[src/hw/rtl/epd_pkg.sv]
// Shared types and constants for the encoder position PID drive.
// No dependencies.
`timescale 1ns / 1ps
package epd_pkg;
  localparam int unsigned DutyMax  = 400;
  localparam int unsigned DegScale = 92160;

  typedef enum logic [2:0] {
    REG_TICKS  = 3'd0,
    REG_GEAR   = 3'd1,
    REG_LIM_HI = 3'd2,
    REG_LIM_LO = 3'd3,
    REG_BAND   = 3'd4,
    REG_GAIN_P = 3'd5,
    REG_GAIN_I = 3'd6,
    REG_GAIN_D = 3'd7
  } reg_idx_e;

  typedef enum logic [3:0] {
    ST_IDLE, ST_SP, ST_CNT, ST_DIV, ST_REV, ST_ERR,
    ST_P0, ST_I0, ST_D0, ST_P1, ST_D1, ST_D2, ST_OUT, ST_HOLD
  } state_e;

  typedef struct packed {
    logic start;
    logic busy;
  } div_ctrl_t;
endpackage

[src/hw/rtl/epd_div.sv]
// Restoring divider, one quotient bit per cycle, for the count fraction.
// Depends on epd_pkg.
`timescale 1ns / 1ps
module epd_div (
  input  logic             clk_i,
  input  logic             rst_ni,
  input  logic             start_i,
  input  logic [32:0]      num_i,
  input  logic [15:0]      den_i,
  output epd_pkg::div_ctrl_t ctrl_o,
  output logic [32:0]      quo_o
);
  import epd_pkg::*;
  logic [32:0] quo_q, quo_d;
  logic [16:0] rem_q, rem_d;
  logic [5:0]  cnt_q, cnt_d;
  logic [15:0] den_q, den_d;
  logic [16:0] trial;

  always_comb begin
    quo_d = quo_q;
    rem_d = rem_q;
    cnt_d = cnt_q;
    den_d = den_q;
    trial = {rem_q[15:0], quo_q[32]};
    if (start_i) begin
      quo_d = num_i;
      rem_d = '0;
      cnt_d = 6'd33;
      den_d = (den_i == 16'd0) ? 16'd1 : den_i;
    end else if (cnt_q != 6'd0) begin
      if (trial >= {1'b0, den_q}) begin
        rem_d = trial - {1'b0, den_q};
        quo_d = {quo_q[31:0], 1'b1};
      end else begin
        rem_d = trial;
        quo_d = {quo_q[31:0], 1'b0};
      end
      cnt_d = cnt_q - 6'd1;
    end
  end

  always_ff @(posedge clk_i or negedge rst_ni) begin
    if (!rst_ni) begin
      cnt_q <= '0;
    end else begin
      cnt_q <= cnt_d;
    end
  end

  always_ff @(posedge clk_i) begin
    quo_q <= quo_d;
    rem_q <= rem_d;
    den_q <= den_d;
  end

  assign ctrl_o.start = start_i;
  assign ctrl_o.busy  = (cnt_q != 6'd0);
  assign quo_o        = quo_q;
endmodule

[config.mk]
export PLATFORM = sky130hd
export DESIGN_NAME = epd_div
export DESIGN_NICKNAME = d
export VERILOG_FILES = /design/src/hw/rtl/epd_pkg.sv /design/src/hw/rtl/epd_div.sv
export SDC_FILE = /design/constraint.sdc
export NUM_CORES = 1
export LEC_CHECK = 0
export BUFFER_PORTS_ARGS = -buffer_cell sky130_fd_sc_hd__buf_2
export CAP_MARGIN = 30
export CORE_ASPECT_RATIO = 0.5
export CORE_MARGIN = 2
export CORE_UTILIZATION = 45
export CTS_CLUSTER_SIZE = 14
export DETAILED_ROUTE_END_ITERATION = 10
export PLACE_DENSITY = 0.71
export SYNTH_ARGS = -nofsm -noshare
export SYNTH_HDL_FRONTEND = slang
export SYNTH_SLANG_ARGS = --single-unit
[constraint.sdc]
create_clock -name clk_i -period 2.8 [get_ports clk_i]
set_clock_uncertainty 0.2 [all_clocks]
set_input_delay 0.56 -clock clk_i [delete_from_list [all_inputs] [get_ports clk_i]]
set_output_delay 0.56 -clock clk_i [all_outputs]
set_load 0.02 [all_outputs]
# Yosys cells after proc, flatten, opt, wreduce, memory -nomap -nowiden
# Index checks and enable logic that the tools add are counted.
# classes
n_addsub	2
n_lt_le_gt_ge	1
n_mux	6
n_reduce_logical	3
# ops
cell	n
33-bit 2-to-1 mux	2
17-bit by 16-bit >= comparator with 1-bit output	1
16-bit logical NOT	1
16-bit 2-to-1 mux	1
16-bit subtractor	1
6-bit 2-to-1 mux	2
6-bit nonzero test	1
6-bit by 1-bit subtractor with 6-bit output, second input constant	1
2-bit nonzero test	1
1-bit 2-to-1 mux	1
# word_totals
reg_bits	71
input_bits	52
out_inout_bits	35
elab_cells	16

# Logic depth before layout (Yosys ltp)
# Gate-level depths: netlist of run 1.
# logic_depth
word_depth	4
ltp_mapped	11
depth_no_buf	11

# Least setup slack after synthesis of run 1
# OpenSTA, ideal clock, no wires.
# synth_timing
path_type	register to register
startpoint	reg quo_q[32] (netlist: quo_o[32])
endpoint	reg rem_q[14]
setup_ps	86
arrival_time_ps	2462
t_required_ps	2514
setup_slack_ps	52
path_stages_with_launch	12
path_buffers	0
period_less_slack_ps	2748
path_cell_list	edfxtp_1 -> inv_1 -> ha_1 -> inv_1 -> fa_1 -> a211oi_1 -> o21ai_0 -> a31o_2 -> a41oi_1 -> xnor2_1 -> mux2i_1 -> a211oi_1
# synth_via
elab_chain_cells	2
word_cells_on_any_way	3
classes_between	add/sub: 1; order compare: 1; mux: 1
# synth_lines
element	line	rtl
start: declaration	epd_div.sv:14	logic [32:0] quo_q, quo_d;
start signal: assignment	epd_div.sv:52	quo_q <= quo_d;
16-bit subtractor or 17-bit by 16-bit >= comparator with 1-bit output (tied branches)	epd_div.sv:33, epd_div.sv:32	
16-bit 2-to-1 mux (*)	epd_div.sv:32	if (trial >= {1'b0, den_q}) begin
end signal: assignment	epd_div.sv:53	rem_q <= rem_d;
end: declaration	epd_div.sv:15	logic [16:0] rem_q, rem_d;
# Every way passes the cells marked *; elsewhere a longest branch is shown, timed or not.
# A chain may end at the register's enable or synchronous reset.

==> flow_summary_export.csv, run 1 <==
group,metric,value,unit
synthesis,netlist.area_leader.share,0.3808,
synthesis,synth-async-reset-ratio,0.08451,
synthesis,synth_top_family_by_area,"compound AO/OA/AOI/OAI gates",
synthesis,synth.area.top_cells,"edfxtp_1, mux2_2, dfxtp_1, ha_1, dfrtp_1",
sta,timing.fmax,381.6,MHz
sta,slew_headroom,0.5564,
floorplanning,num_rows,23,
synthesis,mappedNetlistNets,414,
sta,setup_viol,0,
worst_setup_path,worstPathArrival,1.86,ns
synthesis,synth_compound_area_frac,0.1295,
floorplanning,area_of_the_core_region,0.008173,mm²
synthesis,synth-seq-area-share,0.5026,
synthesis,synth_area,0.003864,mm²
synthesis,synth.ff_latch_count,71,
clocking,clock_path_buffers,2,
synthesis,synth_enable_flop_cells,49,
sta,timing_worst_slew_pin_value,0.6647,ns
synthesis,ys_dominant_reg_cell,"edfxtp_1",
drt,vias_per_cell,5.210,
synthesis,yosys_warnings,0,
sta,shortest_clock_period_the_worst_path_allows_after_layout,2.620,ns
synthesis,synth-simple-area-share,0.09424,
worst_setup_path,worstPathRequired,2.04,ns
pwr,totalPowerFinal,4.329,mW
worst_setup_path,path_class,"reg2out",
final_layout,diodes,0,
clocking,h_tree_depth_reported_by_cts,3,
pwr,cellInternalPower,2.879,mW
final_layout,final_nets,492,
pwr,power.switching_fraction,0.3349,
drt,routed-via-count,2808,
sta,post-route-period-util,0.9358,
status,status,"finished clean",
floorplanning,die_area,0.009388,mm²
worst_setup_path,timing.critical_path.fanout_max,31,
grt,grt_antenna_before_repair,0,
drt,drt-total-wl,7902,µm
pwr,power_per_cell_area,915.1,mW/mm²
synthesis,avg_synthesized_cell_area,11.23,µm²
placed_design,gpl.final_weighted_congestion,0.7940,
clocking,cts_tree,"yes",
synthesis,postSynthCellCount,344,
floorplanning,horiz_die_dim,135.0,µm
synthesis,yosys.cell_types.count,51,
drt,final_antenna_net_count,0,
clocking,ctsRootBufferMaster,"clkbuf_16",
pwr,switching_power_of_the_nets,1.450,mW
synthesis,synth-xor-area-share,0.02947,
placed_design,hpwl,5499,µm
pwr,max-vdd-ir-drop,0.4105,mV
clocking,cts.clk_slew.worst_paths,0.05,ns
sta,hold_violations,0,
sta,slew_violations,0,
sta,finalSetupTns,0,ns
drt,detail_route.drc_violations,0,
final_layout,growth_of_design_area_from_synthesis_to_finish,22.44,%
min_path,hold_path_class,"in2reg",
drt,drtPass1Iterations,4,
pwr,power.share.combinational,0.375,
grt,first_global_vias,2715,
drt,wl_per_cell,14.66,µm
pwr,share_seq_of_total_power,0.346,
grt,pin_count_of_the_biggest_net_entering_global_routing,74,
grt,global_route_wire_length_before_repair,12920,µm
sta,setup_repair_after_global_routing_missed_its_margin,"no",
clocking,clock-sinks,71,
final_layout,post_route_cells_drive_above_1_share,0.3653,
clocking,cts_buffers,9,
placed_design,io_buffer_count,86,
worst_setup_path,worst_setup_path_start_kind,"flop",
drt,drt-initial-drc-count,119,
clocking,clk_latency,0.33,ns
final_layout,layout.cells.most_common,"buf_2",
final_layout,leading_cell_types_in_the_layout_fill_and_taps_excluded,"buf_2, edfxtp_1, mux2_2, nor2_1, inv_1",
worst_setup_path,setup.worst_path.end_class,"output pin",
synthesis,synth_adder_area_share,0.06023,
pwr,power.static_leakage,2.137,nW
job,max_cap_viol_count,0,
grt,groute.usage.overall,0.1754,
floorplanning,initial_utilization,0.4727,
grt,grt_overflow,0,
synthesis,share_of_cell_area_taken_by_muxes_after_synthesis,0.1269,
floorplanning,die_h,69.52,µm
pwr,share_clk_of_total_power,0.279,
synthesis,synth.largest_area_cell,"edfxtp_1",
floorplanning,num_io_pins,87,
per-stage QoR:
step | util | std cells | hold slack (ns) | setup slack [ns] | cell area (µm²)
floorplan | - | 344 | 0.06441 | 0.05218 | 3864
global placement | 0.5361 | 521 | 0.1927 | 0.1448 | 4382
global route | 0.5788 | 539 | 0.2155 | 0.005513 | 4731
CTS | 0.5761 | 538 | 0.2146 | 0.005848 | 4708
finish | 0.5788 | 539 | 0.2219 | 0.1797 | 4731
detailed placement | 0.5361 | 521 | 0.1945 | 0.07476 | 4382
power groups by stage:
stage          Sequential [mW]  Clock (mW)  Combinational [mW]
2_1_floorplan             1.57           0                1.19
3_3_place_gp              1.51           0                1.54
3_5_place_dp              1.52           0                1.57
4_1_cts                   1.50        1.23                1.60
5_1_grt                   1.53        1.28                1.79
6_report                  1.50        1.21                1.62
routing by layer:
metal,routed length [µm],GRT usage
met1,3678,0.2299
met2,3648,0.2792
met3,496,0.05848
met4,80,0.04977
met5,0,0
worst max-delay path, cell delays in order (launching register included):
cell      delay (ns)
dfrtp_1         0.37
inv_1           0.10
ha_1            0.20
nand2b_1        0.13
nor4_2          0.19
inv_1           0.09
buf_4           0.24
buf_2           0.20
cells by family after synthesis:
family          after synthesis
flops                        71
buf+inv                      53
simple gates                 74
compound gates               70
fa+ha+maj                    18
xor+xnor                     13
mux                          45
cells in the mapped netlist (2+ instances only):
library cell	number
or3_1	4
nand3_1	2
nor2_1	27
mux2_2	32
a21oi_1	17
nand2b_1	5
o21ai_0	12
xnor2_1	7
edfxtp_1	49
o2111ai_1	2
nand2_1	19
dfrtp_1	6
nor4_1	3
a211oi_1	15
a211oi_2	2
ha_1	17
clkbuf_1	24
mux2i_1	13
a21o_1	4
dfxtp_1	16
nor3_1	7
xor2_1	6
a21oi_2	2
inv_1	26
final timing paths:
path                           start         to  slack (ns)  cells after the start
setup reg to reg           rem_q[12]  rem_q[15]        0.21                      8
setup / recovery            cnt_q[0]  ctrl_o[0]        0.18                      7
min in group asynchronous     rst_ni   cnt_q[5]        0.38                      2
max in group asynchronous     rst_ni   cnt_q[1]        1.87                      2
hold reg to reg             rem_q[2]   rem_q[2]        0.30                      2
hold / removal              den_i[4]   den_q[4]        0.22                      1
final cells by class:
| type | instances | area, µm² |
|---|---|---|
| repair buffers | 94 | 518.0 |
| fillers | 720 | 3442 |
| flip-flops and latches | 71 | 1942 |
| inverters | 26 | 97.59 |
| multi-input cells | 220 | 1717 |
| clock inverters | 4 | 70.07 |
| clock buffers | 12 | 246.5 |
| well taps | 112 | 140.1 |
timing repair:
item,CTS,global route
setup endpoints to repair,0,3
endpoints found under the hold margin,6,0
gates resized for setup,0,4
hold buffers,1,0
setup buffers,0,1
flip-flops by register name, indices dropped and copies added, names as in the netlist:
register and cells:
den_q 16, rem_q 16, cnt_q 6, quo_o 33
Power figures use the tool's default switching activity.
==> run 2: changes to the inputs <==
--- a/config.mk
+++ b/config.mk
@@ -7,7 +7,7 @@
 export LEC_CHECK = 0
 export BUFFER_PORTS_ARGS = -buffer_cell sky130_fd_sc_hd__buf_2
 export CAP_MARGIN = 30
-export CORE_ASPECT_RATIO = 0.5
+export CORE_ASPECT_RATIO = 2
 export CORE_MARGIN = 2
 export CORE_UTILIZATION = 45
 export CTS_CLUSTER_SIZE = 14
==> run 2 against run 1 <==
Against the previous run:
- cell count decreased by 2.4%
- sequential cell count is the same
- die area stayed put
- first-iteration DRC count is 43% lower
- setup slack worse by 0.094 ns
- routed wire length rose by 9.8%
==> flow_summary_export.csv, run 2 (same netlist as run 1, synthesis figures left out) <==
group,metric,value,unit
sta,timing_worst_slew_pin_value,0.4776,ns
final_layout,growth_of_design_area_from_synthesis_to_finish,21.37,%
placed_design,hpwl,6523,µm
job,max_cap_viol_count,0,
grt,first_global_vias,3103,
drt,routed-via-count,2861,
placed_design,gpl.final_weighted_congestion,0.8440,
grt,grt_overflow,0,
sta,slew_violations,0,
worst_setup_path,number_of_buffer_and_inverter_instances_along_the_worst_setup_path,2,
floorplanning,die_h,135.0,µm
grt,grt_antenna_before_repair,0,
worst_setup_path,path_class,"reg2reg",
clocking,ctsRootBufferMaster,"clkbuf_16",
floorplanning,initial_utilization,0.4660,
clocking,cts_tree,"yes",
final_layout,post_route_cells_drive_above_1_share,0.3738,
final_layout,layout.cells.most_common,"buf_2",
drt,wl_per_cell,16.50,µm
clocking,clk_latency,0.33,ns
worst_setup_path,worstPathArrival,2.76,ns
sta,shortest_clock_period_the_worst_path_allows_after_layout,2.714,ns
grt,pin_count_of_the_biggest_net_entering_global_routing,34,
clocking,buffers_inserted_by_post_cts_timing_repair,0,
floorplanning,area_of_the_core_region,0.008292,mm²
clocking,cts.clk_slew.worst_paths,0.06,ns
worst_setup_path,worstPathRequired,2.85,ns
pwr,power.static_leakage,2.114,nW
drt,final_antenna_net_count,0,
worst_setup_path,timing.critical_path.fanout_max,3,
worst_setup_path,setup.worst_path.end_class,"flop",
placed_design,io_buffer_count,86,
pwr,max-vdd-ir-drop,0.5854,mV
sta,setup_viol,0,
final_layout,flip_flop_count_of_the_largest_register_after_layout,33,
grt,groute.usage.overall,0.1937,
sta,post-route-period-util,0.9694,
clocking,clock-sinks,71,
worst_setup_path,cpPeakStageDelay,0.38,ns
final_layout,diodes,0,
floorplanning,die_area,0.009388,mm²
sta,hold_violations,0,
worst_setup_path,worst_setup_path_start_kind,"flop",
worst_setup_path,critPathSlowestCell,"edfxtp_1",
min_path,hold_path_class,"in2reg",
sta,slew_headroom,0.6792,
floorplanning,num_rows,47,
sta,timing.fmax,368.4,MHz
worst_setup_path,crit_chain,"inv_1 > ha_1 > inv_1 > fa_2 > a211oi_2 > o21ai_1 > a31o_2 > a41oi_2 > xnor2_1 > mux2i_1 > a211oi_2",
sta,finalSetupTns,0,ns
drt,drtPass1Iterations,4,
drt,drt-total-wl,8677,µm
floorplanning,num_io_pins,87,
drt,drt-initial-drc-count,68,
final_layout,utilization_of_the_core_after_routing,0.5656,
drt,detail_route.drc_violations,0,
clocking,h_tree_depth_reported_by_cts,3,
drt,vias_per_cell,5.439,
final_layout,leading_cell_types_in_the_layout_fill_and_taps_excluded,"buf_2, edfxtp_1, mux2_2, nor2_1, inv_1",
clocking,clock_path_buffers,2,
worst_setup_path,cpLargestDelayFamily,"compound AO/OA/AOI/OAI gates",
clocking,cts_buffers,9,
grt,global_route_wire_length_before_repair,14230,µm
status,status,"finished clean",
floorplanning,horiz_die_dim,69.52,µm
final_layout,final_nets,493,
pwr,power_per_cell_area,916.8,mW/mm²
## run 2: cell types whose count changed in the layout (fill, tap and decap cells not counted), moves of 2 or more
cell        before  now
buf_12           2    0
buf_4            5    8
clkinvlp_4       0    3
clkinv_2         2    0
## run 2: per-stage QoR
stage / worst slack (ns) / cell area [µm²] / std cells / total power, mW / hold WS (ns)
2_1_floorplan: 0.05218 / 3864 / 344 / 2.755 / 0.06441
3_3_place_gp: 0.1167 / 4354 / 509 / 3.082 / 0.1892
3_5_place_dp: 0.08558 / 4354 / 509 / 3.115 / 0.1915
4_1_cts: 0.04450 / 4663 / 526 / 4.276 / 0.2127
5_1_grt: -0.09413 / 4690 / 526 / 4.551 / 0.2093
6_report: 0.08577 / 4690 / 526 / 4.299 / 0.2191
## run 2: final timing paths
check / startpoint / endpoint / slack [ns] / cells past startpoint
min in group asynchronous: rst_ni / cnt_q[5] / 0.37 / 2
worst min register to register: rem_q[13] / rem_q[13] / 0.29 / 2
max in group asynchronous: rst_ni / cnt_q[3] / 1.89 / 2
worst max register to register: quo_o[32] / rem_q[14] / 0.09 / 11
worst min-delay path: den_i[10] / den_q[10] / 0.22 / 1
worst max-delay path: quo_o[32] / rem_q[14] / 0.09 / 11
## run 2: final cells by class
| cell class | instances | area, µm² |
|---|---|---|
| fill | 693 | 3602 |
| sequential | 71 | 1942 |
| multi-input combinational | 220 | 1728 |
| timing repair buffer | 95 | 500.5 |
| clock buffer | 10 | 229.0 |
| tap | 98 | 122.6 |
| inverter | 26 | 97.59 |
| clock inverter | 6 | 70.07 |
## run 2: repair_timing
| item | 4_1_cts | 5_1_grt |
|---|---|---|
| setup endpoints to repair | 0 | 4 |
| resized for setup | 0 | 6 |
| hold buffers | 1 | 0 |
| endpoints found under the hold margin | 6 | 0 |
## run 2: routing by layer
layer | part of all wire | GRT usage
met3 | 0.044 | 0.03881
met5 | 0 | 0
met4 | 0.039 | 0.1100
met1 | 0.36 | 0.1930
met2 | 0.55 | 0.3649
## run 2: power by group
| group | switching, mW | internal, mW |
|---|---|---|
| registers | 0.151 | 1.35 |
| clock network | 0.454 | 0.694 |
| logic | 0.923 | 0.730 |
==> run 3: changes to the inputs <==
--- a/config.mk
+++ b/config.mk
@@ -9,10 +9,11 @@
 export CAP_MARGIN = 30
 export CORE_ASPECT_RATIO = 2
 export CORE_MARGIN = 2
-export CORE_UTILIZATION = 45
+export CORE_UTILIZATION = 40
 export CTS_CLUSTER_SIZE = 14
 export DETAILED_ROUTE_END_ITERATION = 10
-export PLACE_DENSITY = 0.71
+export PLACE_DENSITY = 0.62
+export RECOVER_POWER = 25
 export SYNTH_ARGS = -nofsm -noshare
 export SYNTH_HDL_FRONTEND = slang
 export SYNTH_SLANG_ARGS = --single-unit
==> run 3 against run 2 <==
Against the previous run:
- setup slack better by 0.088 ns
- power up 1.2%
- sequential power about the same
- cell count up 1.3%
- largest cell class unchanged
==> flow_summary_export.csv, run 3 (same netlist as run 1, synthesis figures left out) <==
group,metric,value,unit
sta,final_critical_path_setup_slack,0.1738,ns
clocking,cts_tree,"yes",
floorplanning,num_io_pins,87,
worst_setup_path,r2r_end,"rem_q[12]",
final_layout,layout.cells.most_common,"buf_2",
sta,timing.fmax,380.8,MHz
pwr,totalPowerFinal,4.352,mW
final_layout,post-route-cell-area,0.004716,mm²
drt,drt-total-wl,8659,µm
min_path,hold_path_startpoint,"den_i[9]",
sta,setup_viol,0,
worst_setup_path,worst_setup_path_start_kind,"flop",
clocking,cts.clk_slew.worst_paths,0.06,ns
drt,vias_per_cell,5.311,
grt,grt_use_met2,0.3224,
final_layout,post_route_cells_drive_above_1_share,0.3450,
final_layout,final-instance-count-excl-fill,533,
final_layout,growth_of_design_area_from_synthesis_to_finish,22.05,%
worst_setup_path,r2r_start,"quo_o[32]",
worst_setup_path,reg2reg_depth,11,
final_layout,flip_flop_count_of_the_largest_register_after_layout,33,
worst_setup_path,reg_to_reg_setup_timing_slack,0.17,ns
pwr,power_per_cell_area,922.9,mW/mm²
sta,whs,0.2201,ns
min_path,hold_path_class,"in2reg",
floorplanning,area_of_the_core_region,0.009384,mm²
placed_design,gpl.final_weighted_congestion,0.8740,
final_layout,utilization_of_the_core_after_routing,0.5025,
drt,routed-via-count,2831,
final_layout,multiInputGateArea,0.001719,mm²
floorplanning,die_area,0.01051,mm²
clocking,clk_latency,0.33,ns
grt,grt_overflow,0,
clocking,ctsRootBufferMaster,"clkbuf_16",
sta,shortest_clock_period_the_worst_path_allows_after_layout,2.626,ns
sta,slew_violations,0,
sta,setup_repair_after_global_routing_missed_its_margin,"yes",
final_layout,leading_cell_types_in_the_layout_fill_and_taps_excluded,"buf_2, edfxtp_1, mux2_2, nor2_1, inv_1",
worst_setup_path,worstPathArrival,2.67,ns
clocking,clock-sinks,71,
worst_setup_path,timing.critical_path.fanout_max,3,
floorplanning,num_rows,50,
sta,finalSetupTns,0,ns
final_layout,final_nets,494,
worst_setup_path,path_class,"reg2reg",
placed_design,hpwl,6597,µm
drt,drtPass1Iterations,4,
floorplanning,horiz_die_dim,73.50,µm
placed_design,dp.cells,516,
drt,detail_route.drc_violations,0,
clocking,h_tree_depth_reported_by_cts,3,
job,max_cap_viol_count,0,
sta,post-route-period-util,0.9379,
worst_setup_path,worstPathRequired,2.85,ns
drt,final_antenna_net_count,0,
grt,groute.usage.overall,0.1730,
pwr,power.static_leakage,2.102,nW
grt,globalRouteMet3Util,0.03881,
clocking,clock_path_buffers,2,
sta,timing_worst_slew_pin_value,1.317,ns
placed_design,dpl_worst_slack,0.09686,ns
drt,drt-initial-drc-count,94,
floorplanning,die_h,143.0,µm
grt,gr-max-usage-layer,"met2",
min_path,worst_hold_path.endpoint,"den_q[9]",
grt,global_route_wire_length_before_repair,13540,µm
status,status,"finished clean",
placed_design,placed_cell_area,0.004394,mm²
final_layout,final-seq-area,0.001942,mm²
grt,grt_antenna_before_repair,0,
grt,pin_count_of_the_biggest_net_entering_global_routing,33,
clocking,cts_buffers,9,
final_layout,n_fill_cell,851,
grt,global_route.usage.met1,0.1679,
drt,wl_per_cell,16.25,µm
sta,slew_headroom,0.1218,
grt,first_global_vias,2949,
final_layout,diodes,0,
pwr,max-vdd-ir-drop,0.5860,mV
placed_design,io_buffer_count,86,
sta,hold_violations,0,
floorplanning,initial_utilization,0.4117,
worst_setup_path,setup.worst_path.end_class,"flop",
min_path,min_delay_path_depth,1,
## run 3: worst max-delay path: stages (launching register included)
cell      delay (ns)
edfxtp_1        0.40
inv_1           0.08
ha_1            0.15
inv_1           0.05
fa_2            0.34
a211oi_2        0.22
o21ai_1         0.10
a31o_2          0.30
a21boi_0        0.22
xnor2_1         0.15
mux2i_1         0.09
a211oi_1        0.23
## run 3: repair_timing
action | CTS | global route
resized for setup | 0 | 5
setup buffers | 0 | 0
hold buffers | 1 | 0
setup endpoints to repair | 0 | 5
endpoints found under the hold margin | 6 | 0
## run 3: worst max path at each step
| stage | endpoint | slack [ns] | startpoint |
|---|---|---|---|
| after CTS | rem_q[14] | 0.06 | quo_o[32] |
| after floorplan | rem_q[14] | 0.05 | quo_o[32] |
| after global placement | rem_q[14] | 0.14 | quo_o[32] |
| final | rem_q[12] | 0.17 | quo_o[32] |
| after global routing | rem_q[15] | -0.02 | den_q[13] |
| after detailed placement | rem_q[14] | 0.1 | quo_o[32] |
## run 3: layer usage
| metal | routed length, µm | part of all wire | vias to the layer above |
|---|---|---|---|
| met4 | 335 | 0.039 | 0 |
| met3 | 321 | 0.037 | 16 |
| li1 | - | - | 1394 |
| met2 | 4820 | 0.56 | 74 |
| met1 | 3181 | 0.37 | 1347 |
| met5 | 0 | 0 | - |
## run 3: final cells by class
type | count | share of cell area
sequential | 71 | 0.4118
multi-input combinational | 220 | 0.3646
timing repair buffer | 96 | 0.1059
clock buffer | 12 | 0.05890
tap | 104 | 0.02759
inverter | 26 | 0.02070
clock inverter | 4 | 0.01061
## run 3: report_power, final
group | leakage (nW) | switching, mW | internal (mW)
Combinational | 1.24 | 0.899 | 0.728
Sequential | 0.711 | 0.148 | 1.35
Clock | 0.156 | 0.439 | 0.791
